### config.mk
export PLATFORM = sky130hd
export DESIGN_NAME = i2c_master_transfer_sequencer
export DESIGN_NICKNAME = d
export VERILOG_FILES = /design/src/rtl/i2cmts_pkg.sv /design/src/rtl/i2cmts_sendbuf.sv /design/src/rtl/i2cmts_ctrl.sv /design/src/rtl/i2c_master_transfer_sequencer.sv
export SDC_FILE = /design/constraint.sdc
export NUM_CORES = 1
export LEC_CHECK = 0
export BUFFER_PORTS_ARGS = -buffer_cell sky130_fd_sc_hd__buf_2
export CORE_MARGIN = 10
export CORE_UTILIZATION = 60
export DETAILED_ROUTE_END_ITERATION = 10
export PLACE_DENSITY_LB_ADDON = 0.1
export SETUP_SLACK_MARGIN = 0.5
export SLEW_MARGIN = 40
export SYNTH_ARGS = -nofsm -noshare
export SYNTH_HDL_FRONTEND = slang
export SYNTH_HIERARCHICAL = 1
export SYNTH_SLANG_ARGS = --single-unit
### constraint.sdc
create_clock -name clk -period 7.45 [get_ports clk]
set_clock_uncertainty 0.1 [all_clocks]
set_input_delay 1.49 -clock clk [delete_from_list [all_inputs] [get_ports clk]]
set_output_delay 1.49 -clock clk [all_outputs]
set_load 0.02 [all_outputs]
### src/rtl/i2cmts_pkg.sv
package i2cmts_pkg;

  // send buffer geometry
  localparam int BUF_DEPTH = 32;
  localparam int IDX_W     = $clog2(BUF_DEPTH);
  localparam int LEN_W     = 6;
  localparam int LEN_MAX   = (BUF_DEPTH < 63) ? BUF_DEPTH : 63;
  localparam int RXPOS_W   = 5;

  // kind of input word
  typedef enum logic [1:0] {
    MODE_LOAD  = 2'd0,
    MODE_START = 2'd1,
    MODE_TICK  = 2'd2,
    MODE_NOP   = 2'd3
  } mode_t;

  // sequencer phase
  typedef enum logic [2:0] {
    PH_IDLE  = 3'd0,
    PH_START = 3'd1,
    PH_ADDR  = 3'd2,
    PH_RECV1 = 3'd3,
    PH_RECV2 = 3'd4,
    PH_RECVN = 3'd5,
    PH_SEND  = 3'd6,
    PH_STOP  = 3'd7
  } phase_t;

  // ack / pos control action
  typedef enum logic [1:0] {
    ACT_KEEP  = 2'd0,
    ACT_SET   = 2'd1,
    ACT_CLEAR = 2'd2
  } act_t;

  // one input word
  typedef struct packed {
    logic [1:0]       mode;
    logic [4:0]       load_index;
    logic [7:0]       load_byte;
    logic [LEN_W-1:0] send_count;
    logic [LEN_W-1:0] recv_count;
    logic             start_done;
    logic             addr_done;
    logic             rx_full;
    logic             byte_finished;
    logic             stop_pending;
    logic [7:0]       dr_first;
    logic [7:0]       dr_second;
  } item_t;

  // one result word
  typedef struct packed {
    logic               issue_start;
    logic               issue_stop;
    act_t               ack_action;
    act_t               pos_action;
    logic               clear_addr;
    logic               tx_valid;
    logic [7:0]         tx_byte;
    logic [1:0]         rx_stored;
    logic [RXPOS_W-1:0] rx_position;
    logic [7:0]         rx_byte_a;
    logic [7:0]         rx_byte_b;
    logic               transfer_done;
  } res_t;

  // send buffer write request
  typedef struct packed {
    logic             we;
    logic [IDX_W-1:0] addr;
    logic [7:0]       data;
  } buf_wr_t;

  // saturate a requested length to the buffer size
  function automatic logic [LEN_W-1:0] clamp_len(input logic [LEN_W-1:0] v);
    logic [LEN_W-1:0] lim;
    lim = LEN_W'(LEN_MAX);
    return (v > lim) ? lim : v;
  endfunction

endpackage

### src/rtl/i2cmts_sendbuf.sv
module i2cmts_sendbuf #(
  parameter int WIDTH = 8,
  parameter int DEPTH = 32
) (
  input  logic                     clk,
  input  logic                     wr_en,
  input  logic [$clog2(DEPTH)-1:0] wr_addr,
  input  logic [WIDTH-1:0]         wr_data,
  input  logic [$clog2(DEPTH)-1:0] rd_addr,
  output logic [WIDTH-1:0]         rd_data
);

  logic [WIDTH-1:0] mem_r [DEPTH];
  logic [WIDTH-1:0] rd_data_r;

  // single write port
  always_ff @(posedge clk) begin
    if (wr_en) begin
      mem_r[wr_addr] <= wr_data;
    end
  end

  // registered read, old data on a same-address write
  always_ff @(posedge clk) begin
    rd_data_r <= mem_r[rd_addr];
  end

  assign rd_data = rd_data_r;

endmodule

### src/rtl/i2cmts_ctrl.sv
module i2cmts_ctrl (
  input  logic                          clk,
  input  logic                          rst_n,
  input  logic                          step,
  input  i2cmts_pkg::item_t             item,
  input  logic [7:0]                    target_addr,
  input  logic [7:0]                    buf_rd_data,
  output logic [i2cmts_pkg::IDX_W-1:0]  buf_rd_addr,
  output i2cmts_pkg::buf_wr_t           buf_wr,
  output i2cmts_pkg::res_t              res
);

  localparam int LW = i2cmts_pkg::LEN_W;

  i2cmts_pkg::phase_t phase_r, phase_nxt;
  logic               reading_r, reading_nxt;
  logic [LW-1:0]      pos_r, pos_nxt;
  logic [LW-1:0]      wr_len_r, wr_len_nxt;
  logic [LW-1:0]      rd_len_r, rd_len_nxt;
  logic [LW-1:0]      req_wl, req_rl;
  logic [LW-1:0]      left;
  logic [7:0]         send_byte;
  logic               load_ok;

  // state registers
  always_ff @(posedge clk) begin
    if (!rst_n) begin
      phase_r   <= i2cmts_pkg::PH_IDLE;
      reading_r <= 1'b0;
      pos_r     <= '0;
      wr_len_r  <= '0;
      rd_len_r  <= '0;
    end else begin
      phase_r   <= phase_nxt;
      reading_r <= reading_nxt;
      pos_r     <= pos_nxt;
      wr_len_r  <= wr_len_nxt;
      rd_len_r  <= rd_len_nxt;
    end
  end

  // send buffer access: read address follows the next position, so the
  // registered read data always holds the entry at pos_r
  assign buf_rd_addr = i2cmts_pkg::IDX_W'(pos_nxt);
  assign send_byte   = (32'(pos_r) < i2cmts_pkg::BUF_DEPTH) ? buf_rd_data : 8'd0;
  assign load_ok     = 32'(item.load_index) < i2cmts_pkg::BUF_DEPTH;
  assign req_wl      = i2cmts_pkg::clamp_len(item.send_count);
  assign req_rl      = i2cmts_pkg::clamp_len(item.recv_count);
  assign left        = (rd_len_r > pos_r) ? (rd_len_r - pos_r) : '0;

  // next state and result
  always_comb begin
    phase_nxt   = phase_r;
    reading_nxt = reading_r;
    pos_nxt     = pos_r;
    wr_len_nxt  = wr_len_r;
    rd_len_nxt  = rd_len_r;
    res         = '0;
    buf_wr.we   = 1'b0;
    buf_wr.addr = i2cmts_pkg::IDX_W'(item.load_index);
    buf_wr.data = item.load_byte;
    if (step) begin
      case (i2cmts_pkg::mode_t'(item.mode))
        i2cmts_pkg::MODE_LOAD: begin
          if (phase_r == i2cmts_pkg::PH_IDLE && load_ok) begin
            buf_wr.we = 1'b1;
          end
        end
        i2cmts_pkg::MODE_START: begin
          if (phase_r == i2cmts_pkg::PH_IDLE) begin
            wr_len_nxt = req_wl;
            rd_len_nxt = req_rl;
            if (req_wl == '0 && req_rl == '0) begin
              res.transfer_done = 1'b1;
            end else begin
              reading_nxt     = (req_wl == '0);
              pos_nxt         = '0;
              res.issue_start = 1'b1;
              phase_nxt       = i2cmts_pkg::PH_START;
            end
          end
        end
        i2cmts_pkg::MODE_TICK: begin
          case (phase_r)
            i2cmts_pkg::PH_START: begin
              if (item.start_done) begin
                res.tx_valid = 1'b1;
                res.tx_byte  = {target_addr[7:1], reading_r};
                phase_nxt    = i2cmts_pkg::PH_ADDR;
              end
            end
            i2cmts_pkg::PH_ADDR: begin
              if (item.addr_done) begin
                res.clear_addr = 1'b1;
                if (reading_r) begin
                  if (rd_len_r == LW'(1)) begin
                    res.issue_stop = 1'b1;
                    phase_nxt      = i2cmts_pkg::PH_RECV1;
                  end else if (rd_len_r == LW'(2)) begin
                    res.pos_action = i2cmts_pkg::ACT_SET;
                    phase_nxt      = i2cmts_pkg::PH_RECV2;
                  end else begin
                    res.ack_action = i2cmts_pkg::ACT_SET;
                    phase_nxt      = i2cmts_pkg::PH_RECVN;
                  end
                end else begin
                  res.tx_valid = 1'b1;
                  res.tx_byte  = send_byte;
                  pos_nxt      = pos_r + LW'(1);
                  phase_nxt    = i2cmts_pkg::PH_SEND;
                end
              end
            end
            i2cmts_pkg::PH_RECV1: begin
              if (item.rx_full) begin
                res.rx_stored   = 2'd1;
                res.rx_position = pos_r[i2cmts_pkg::RXPOS_W-1:0];
                res.rx_byte_a   = item.dr_first;
                pos_nxt         = pos_r + LW'(1);
                phase_nxt       = i2cmts_pkg::PH_STOP;
              end
            end
            i2cmts_pkg::PH_RECV2: begin
              if (item.byte_finished) begin
                res.ack_action  = i2cmts_pkg::ACT_CLEAR;
                res.pos_action  = i2cmts_pkg::ACT_CLEAR;
                res.issue_stop  = 1'b1;
                res.rx_stored   = 2'd2;
                res.rx_position = pos_r[i2cmts_pkg::RXPOS_W-1:0];
                res.rx_byte_a   = item.dr_first;
                res.rx_byte_b   = item.dr_second;
                pos_nxt         = pos_r + LW'(2);
                phase_nxt       = i2cmts_pkg::PH_STOP;
              end
            end
            i2cmts_pkg::PH_RECVN: begin
              if (item.byte_finished) begin
                res.rx_position = pos_r[i2cmts_pkg::RXPOS_W-1:0];
                res.rx_byte_a   = item.dr_first;
                if (left > LW'(3)) begin
                  res.rx_stored = 2'd1;
                  pos_nxt       = pos_r + LW'(1);
                end else if (left == LW'(3)) begin
                  res.ack_action = i2cmts_pkg::ACT_CLEAR;
                  res.rx_stored  = 2'd1;
                  pos_nxt        = pos_r + LW'(1);
                end else begin
                  // last two bytes arrive together
                  res.ack_action = i2cmts_pkg::ACT_CLEAR;
                  res.pos_action = i2cmts_pkg::ACT_CLEAR;
                  res.issue_stop = 1'b1;
                  res.rx_stored  = 2'd2;
                  res.rx_byte_b  = item.dr_second;
                  pos_nxt        = pos_r + LW'(2);
                  phase_nxt      = i2cmts_pkg::PH_STOP;
                end
              end
            end
            i2cmts_pkg::PH_SEND: begin
              if (item.byte_finished) begin
                if (pos_r < wr_len_r) begin
                  res.tx_valid = 1'b1;
                  res.tx_byte  = send_byte;
                  pos_nxt      = pos_r + LW'(1);
                end else begin
                  res.issue_stop = 1'b1;
                  phase_nxt      = i2cmts_pkg::PH_STOP;
                end
              end
            end
            i2cmts_pkg::PH_STOP: begin
              if (!item.stop_pending) begin
                if (rd_len_r != '0 && !reading_r) begin
                  // repeated start into the read phase
                  reading_nxt     = 1'b1;
                  pos_nxt         = '0;
                  res.issue_start = 1'b1;
                  phase_nxt       = i2cmts_pkg::PH_START;
                end else begin
                  res.transfer_done = 1'b1;
                  reading_nxt       = 1'b0;
                  phase_nxt         = i2cmts_pkg::PH_IDLE;
                end
              end
            end
            default: begin
            end
          endcase
        end
        default: begin
        end
      endcase
    end
  end

endmodule

### src/rtl/i2c_master_transfer_sequencer.sv
// I2C master write-then-read transfer sequencer over a byte-level controller.
// Input channel (in_valid/in_ready): one word per cycle while in_ready is
// high; in_mode selects a send buffer load, a transfer request or a controller
// status tick. Loads and requests are ignored while a transfer is running.
// Result channel (out_valid/out_ready): exactly one result word per input
// word, in order, carrying the controller actions (start, stop, ack/pos,
// address clear, data register write), received bytes and transfer_done.
// Configuration: cfg_wr_en writes cfg_wr_data into the peer address register
// in that cycle; write it only while no word is in flight.
// Path: an accepted word is held in the input register, the state update turns
// it into a result word, and that word loads the result register, which
// raises out_valid. Throughput: one word per cycle while the receiver keeps
// out_ready high.
// Reset (rst_n low, synchronous): sequencer returns to idle, lengths and
// position clear, peer address clears; the send buffer is not cleared.
// When the receiver stalls, the held result and the word behind it stay put
// and in_ready drops once both registers are full.
module i2c_master_transfer_sequencer (
  input  logic       clk,
  input  logic       rst_n,
  input  logic       cfg_wr_en,
  input  logic [7:0] cfg_wr_data,
  input  logic       in_valid,
  output logic       in_ready,
  input  logic [1:0] in_mode,
  input  logic [4:0] in_load_index,
  input  logic [7:0] in_load_byte,
  input  logic [5:0] in_send_count,
  input  logic [5:0] in_recv_count,
  input  logic       in_start_done,
  input  logic       in_addr_done,
  input  logic       in_rx_full,
  input  logic       in_byte_finished,
  input  logic       in_stop_pending,
  input  logic [7:0] in_dr_first,
  input  logic [7:0] in_dr_second,
  output logic       out_valid,
  input  logic       out_ready,
  output logic       out_issue_start,
  output logic       out_issue_stop,
  output logic [1:0] out_ack_action,
  output logic [1:0] out_pos_action,
  output logic       out_clear_addr,
  output logic       out_tx_valid,
  output logic [7:0] out_tx_byte,
  output logic [1:0] out_rx_stored,
  output logic [4:0] out_rx_position,
  output logic [7:0] out_rx_byte_a,
  output logic [7:0] out_rx_byte_b,
  output logic       out_transfer_done
);

  logic [7:0]                    target_addr_r;
  logic                          s1_valid_r;
  i2cmts_pkg::item_t             s1_item_r;
  logic                          out_valid_r;
  i2cmts_pkg::res_t              out_res_r;
  i2cmts_pkg::res_t              res;
  i2cmts_pkg::buf_wr_t           buf_wr;
  logic [i2cmts_pkg::IDX_W-1:0]  buf_rd_addr;
  logic [7:0]                    buf_rd_data;
  logic                          out_free;
  logic                          step;

  // handshake between the stages
  assign out_free = !out_valid_r || out_ready;
  assign step     = s1_valid_r && out_free;
  assign in_ready = !s1_valid_r || out_free;

  // peer address register
  always_ff @(posedge clk) begin
    if (!rst_n) begin
      target_addr_r <= 8'd0;
    end else if (cfg_wr_en) begin
      target_addr_r <= cfg_wr_data;
    end
  end

  // input register
  always_ff @(posedge clk) begin
    if (!rst_n) begin
      s1_valid_r <= 1'b0;
    end else if (in_ready) begin
      s1_valid_r <= in_valid;
    end
  end

  always_ff @(posedge clk) begin
    if (in_ready && in_valid) begin
      s1_item_r <= '{mode: in_mode, load_index: in_load_index, load_byte: in_load_byte,
                     send_count: in_send_count, recv_count: in_recv_count,
                     start_done: in_start_done, addr_done: in_addr_done,
                     rx_full: in_rx_full, byte_finished: in_byte_finished,
                     stop_pending: in_stop_pending, dr_first: in_dr_first,
                     dr_second: in_dr_second};
    end
  end

  i2cmts_sendbuf #(
    .WIDTH (8),
    .DEPTH (i2cmts_pkg::BUF_DEPTH)
  ) u_sendbuf (
    .clk     (clk),
    .wr_en   (buf_wr.we),
    .wr_addr (buf_wr.addr),
    .wr_data (buf_wr.data),
    .rd_addr (buf_rd_addr),
    .rd_data (buf_rd_data)
  );

  i2cmts_ctrl u_ctrl (
    .clk         (clk),
    .rst_n       (rst_n),
    .step        (step),
    .item        (s1_item_r),
    .target_addr (target_addr_r),
    .buf_rd_data (buf_rd_data),
    .buf_rd_addr (buf_rd_addr),
    .buf_wr      (buf_wr),
    .res         (res)
  );

  // result register
  always_ff @(posedge clk) begin
    if (!rst_n) begin
      out_valid_r <= 1'b0;
    end else if (out_free) begin
      out_valid_r <= s1_valid_r;
    end
  end

  always_ff @(posedge clk) begin
    if (step) begin
      out_res_r <= res;
    end
  end

  assign out_valid         = out_valid_r;
  assign out_issue_start   = out_res_r.issue_start;
  assign out_issue_stop    = out_res_r.issue_stop;
  assign out_ack_action    = out_res_r.ack_action;
  assign out_pos_action    = out_res_r.pos_action;
  assign out_clear_addr    = out_res_r.clear_addr;
  assign out_tx_valid      = out_res_r.tx_valid;
  assign out_tx_byte       = out_res_r.tx_byte;
  assign out_rx_stored     = out_res_r.rx_stored;
  assign out_rx_position   = out_res_r.rx_position;
  assign out_rx_byte_a     = out_res_r.rx_byte_a;
  assign out_rx_byte_b     = out_res_r.rx_byte_b;
  assign out_transfer_done = out_res_r.transfer_done;

endmodule
==> flow_summary.ini <==
[status]
outcome = completed

[finish]
nNetsFinal = 1146
post_route_cells_drive_above_1_share_pct = 26.7
fillerInstances = 1727
final_core_utilization_pct = 69.2
areaGrowthSynthToFinish_pct = 13.0
design_area_sq_mm = 0.0181
antenna_cells = 0

[setup_path]
cp_slowest_stage_delay_ns = 0.62
cp.buffers_inverters = 2
critical-path-top-delay-family = compound AO/OA/AOI/OAI gates
timing.critical_path.fanout_max = 50
cp_slowest_cell = mux4_2
timing.critical_path.cells = inv_1 -> ha_1 -> or3b_1 -> nand4_1 -> a21oi_1 -> a21oi_2 -> a311o_1 -> a31oi_1 -> o22ai_4 -> buf_12 -> mux4_2 -> mux4_2 -> mux2_2
start_kind = register
path_common_cell = mux4_2
critical_path.endpoint_type = register
timing.critical_path.arrival_ns = 5.74
cp_data_required_time_ns = 7.74
worstSetupPathType = reg -> reg

[cts]
ctsHtreeMaxLevel = 2
cts_root_buf = clkbuf_16
cts_num_sinks = 383
cts_resized = 0
buffer_levels_on_the_longest_clock_path = 3
cts_post_setup_buffers_inserted = 0
tritoncts = built
cts-buffers-inserted = 38
clkSlewWorstSetupHoldPaths_ns = 0.06
clock_latency_ns = 0.52
cts_hold_repair.buffers = 0

[global_route]
grt_start_max_net_pins = 65
grt.overflow.total = 0
vias_in_the_first_global_route = 8909
grt_first_pass_wirelength_microns = 53800
global_route.usage.total_pct = 21.0
antenna_violations_before_repair = 0

[routing]
route.detailed.drc = 0
wl_per_cell_microns = 24.8
postRouteWirelength_microns = 35400
dr.pass1.iters = 5
route.detailed.vias_per_inst = 6.30
route.vias.total = 8986
count_of_antenna_violating_nets_left_after_detailed_routing = 0
initial_detailed_routing_violation_count = 915

[sta]
final_min_period_over_clock_period_pct = 73.1
tightestPinTransition_ns = 0.856
fin_crit_ns = 5.45
setup_viol_count_final = 0
final-hold-violation-count = 0
slew_margin_rel_pct = 42.7
min_hold_slack_ns = 0.396
finalSetupTns_ns = 0
slew_violations = 0
grt_setup_unrepaired = false
timing.fmax_mhz = 184

[pwr]
total_leakage_power_uw = 0.00589
seq_power_share_pct = 55.3
power_switching_share_pct = 19.9
power-per-cell-area_mw_per_mm2 = 240
totalPowerFinal_uw = 4330
p_int_uw = 3470
power.clock.fraction_pct = 41.4
p_comb_share_pct = 3.3
irDropWorstVdd_uv = 286
total_switching_power_uw = 864

[die]
area_of_the_die_sq_mm = 0.0336
initial_core_util_pct = 61.3
std_cell_rows = 59
die-width_microns = 183
core_area_sq_mm = 0.0261
ioPinCount = 103
die_height_microns = 183

[yosys]
syn_inst = 961
post_synth_instance_area_sq_mm = 0.0160
syn_avg_cell_area_sq_um = 16.7
syn-num-nets = 1041
ys_warn_count = 6

[placement]
place.gp.congestion = 0.907
placed_cell_area_sq_mm = 0.0169
detailedPlacementHpwl_microns = 23600
io_buffer_count = 101

[hold_path]
min_path_type = reg -> reg

[run]
max-cap-violations = 0
-- flip-flops by register name, summed over array words and instances, names as in the netlist, 2 cells and up --
register,flops
out_ack_action,2
u_ctrl/wr_len_r,6
out_pos_action,2
u_ctrl/pos_r,6
out_rx_byte_a,8
s1_item_r,48
u_ctrl/phase_r,3
target_addr_r,7
u_ctrl/rd_len_r,6
out_rx_stored,2
out_rx_position,5
u_sendbuf/rd_data,8
u_sendbuf/mem_r,256
out_tx_byte,8
out_rx_byte_b,8
-- cell type report --
cell class | instances | area, sq um | share of cell area (%)
flip-flops and latches | 383 | 11100 | 61.5
multi-input cells | 497 | 4550 | 25.2
clock buffers | 52 | 1040 | 5.78
repair buffers | 122 | 747 | 4.13
well taps | 335 | 419 | 2.32
clock inverters | 13 | 114 | 0.630
inverters | 24 | 90.1 | 0.498
-- routing by layer --
layer	track usage, %	up-vias	routed length, microns
met5	0	-	0
met4	6.26	0	925
met3	4.41	64	2870
met2	33.9	400	17200
met1	28.5	4504	14400
li1	-	4018	-
-- through the flow --
stage | setup WS, ns | std cells
finish | 2.00 | 1426
global route | 1.77 | 1426
CTS | 2.06 | 1426
detailed placement | 1.96 | 1361
global placement | 1.79 | 1347
floorplan | 0.924 | 961
-- power groups by stage --
| stage | Sequential (uW) | Clock, uW | Combinational [uW] |
|---|---|---|---|
| final | 2400 | 1790 | 145 |
| after floorplan | 2440 | 0 | 79.2 |
| after detailed placement | 2440 | 0 | 144 |
| after global placement | 2460 | 0 | 114 |
| after global routing | 2400 | 1910 | 157 |
| after CTS | 2400 | 1820 | 145 |
-- worst min-delay path: stages (launching register included) --
cell	delay [ns]
dfxtp_1	0.33
a21oi_1	0.06
nor2_1	0.07
-- final timing paths --
check        slack (ns)                         endpoint  depth (start not counted)                             from
max                2.00     u_sendbuf/rd_data[4]$_DFF_P_                         13       u_ctrl/pos_r[3]$_SDFF_PN0_
min                0.40  u_ctrl/wr_len_r[1]$_SDFFE_PN0P_                          2  u_ctrl/wr_len_r[1]$_SDFFE_PN0P_
min reg2reg        0.40  u_ctrl/wr_len_r[1]$_SDFFE_PN0P_                          2  u_ctrl/wr_len_r[1]$_SDFFE_PN0P_
max reg2reg        2.00     u_sendbuf/rd_data[4]$_DFF_P_                         13       u_ctrl/pos_r[3]$_SDFF_PN0_
-- cell usage in the layout (no fill, tap or decap), types with 5 or more instances in the layout --
master	n
edfxtp_1	344
buf_2	101
nor2_1	80
mux4_2	80
clkbuf_16	39
a21oi_1	39
nand2_1	39
dfxtp_1	37
inv_1	24
and2_1	22
ha_1	18
nor3b_1	14
nor2b_1	13
mux2i_1	12
nand3_1	12
clkbuf_1	11
o21ai_0	11
buf_6	11
a22oi_1	9
a31oi_1	9
nor3_1	8
mux2_2	8
nand3b_1	7
o211ai_1	7
clkinv_1	6
nand2b_1	6
o22ai_1	6
nand4_1	6
buf_4	5
and3_1	5
No activity file was read; power rests on OpenSTA's default activity.
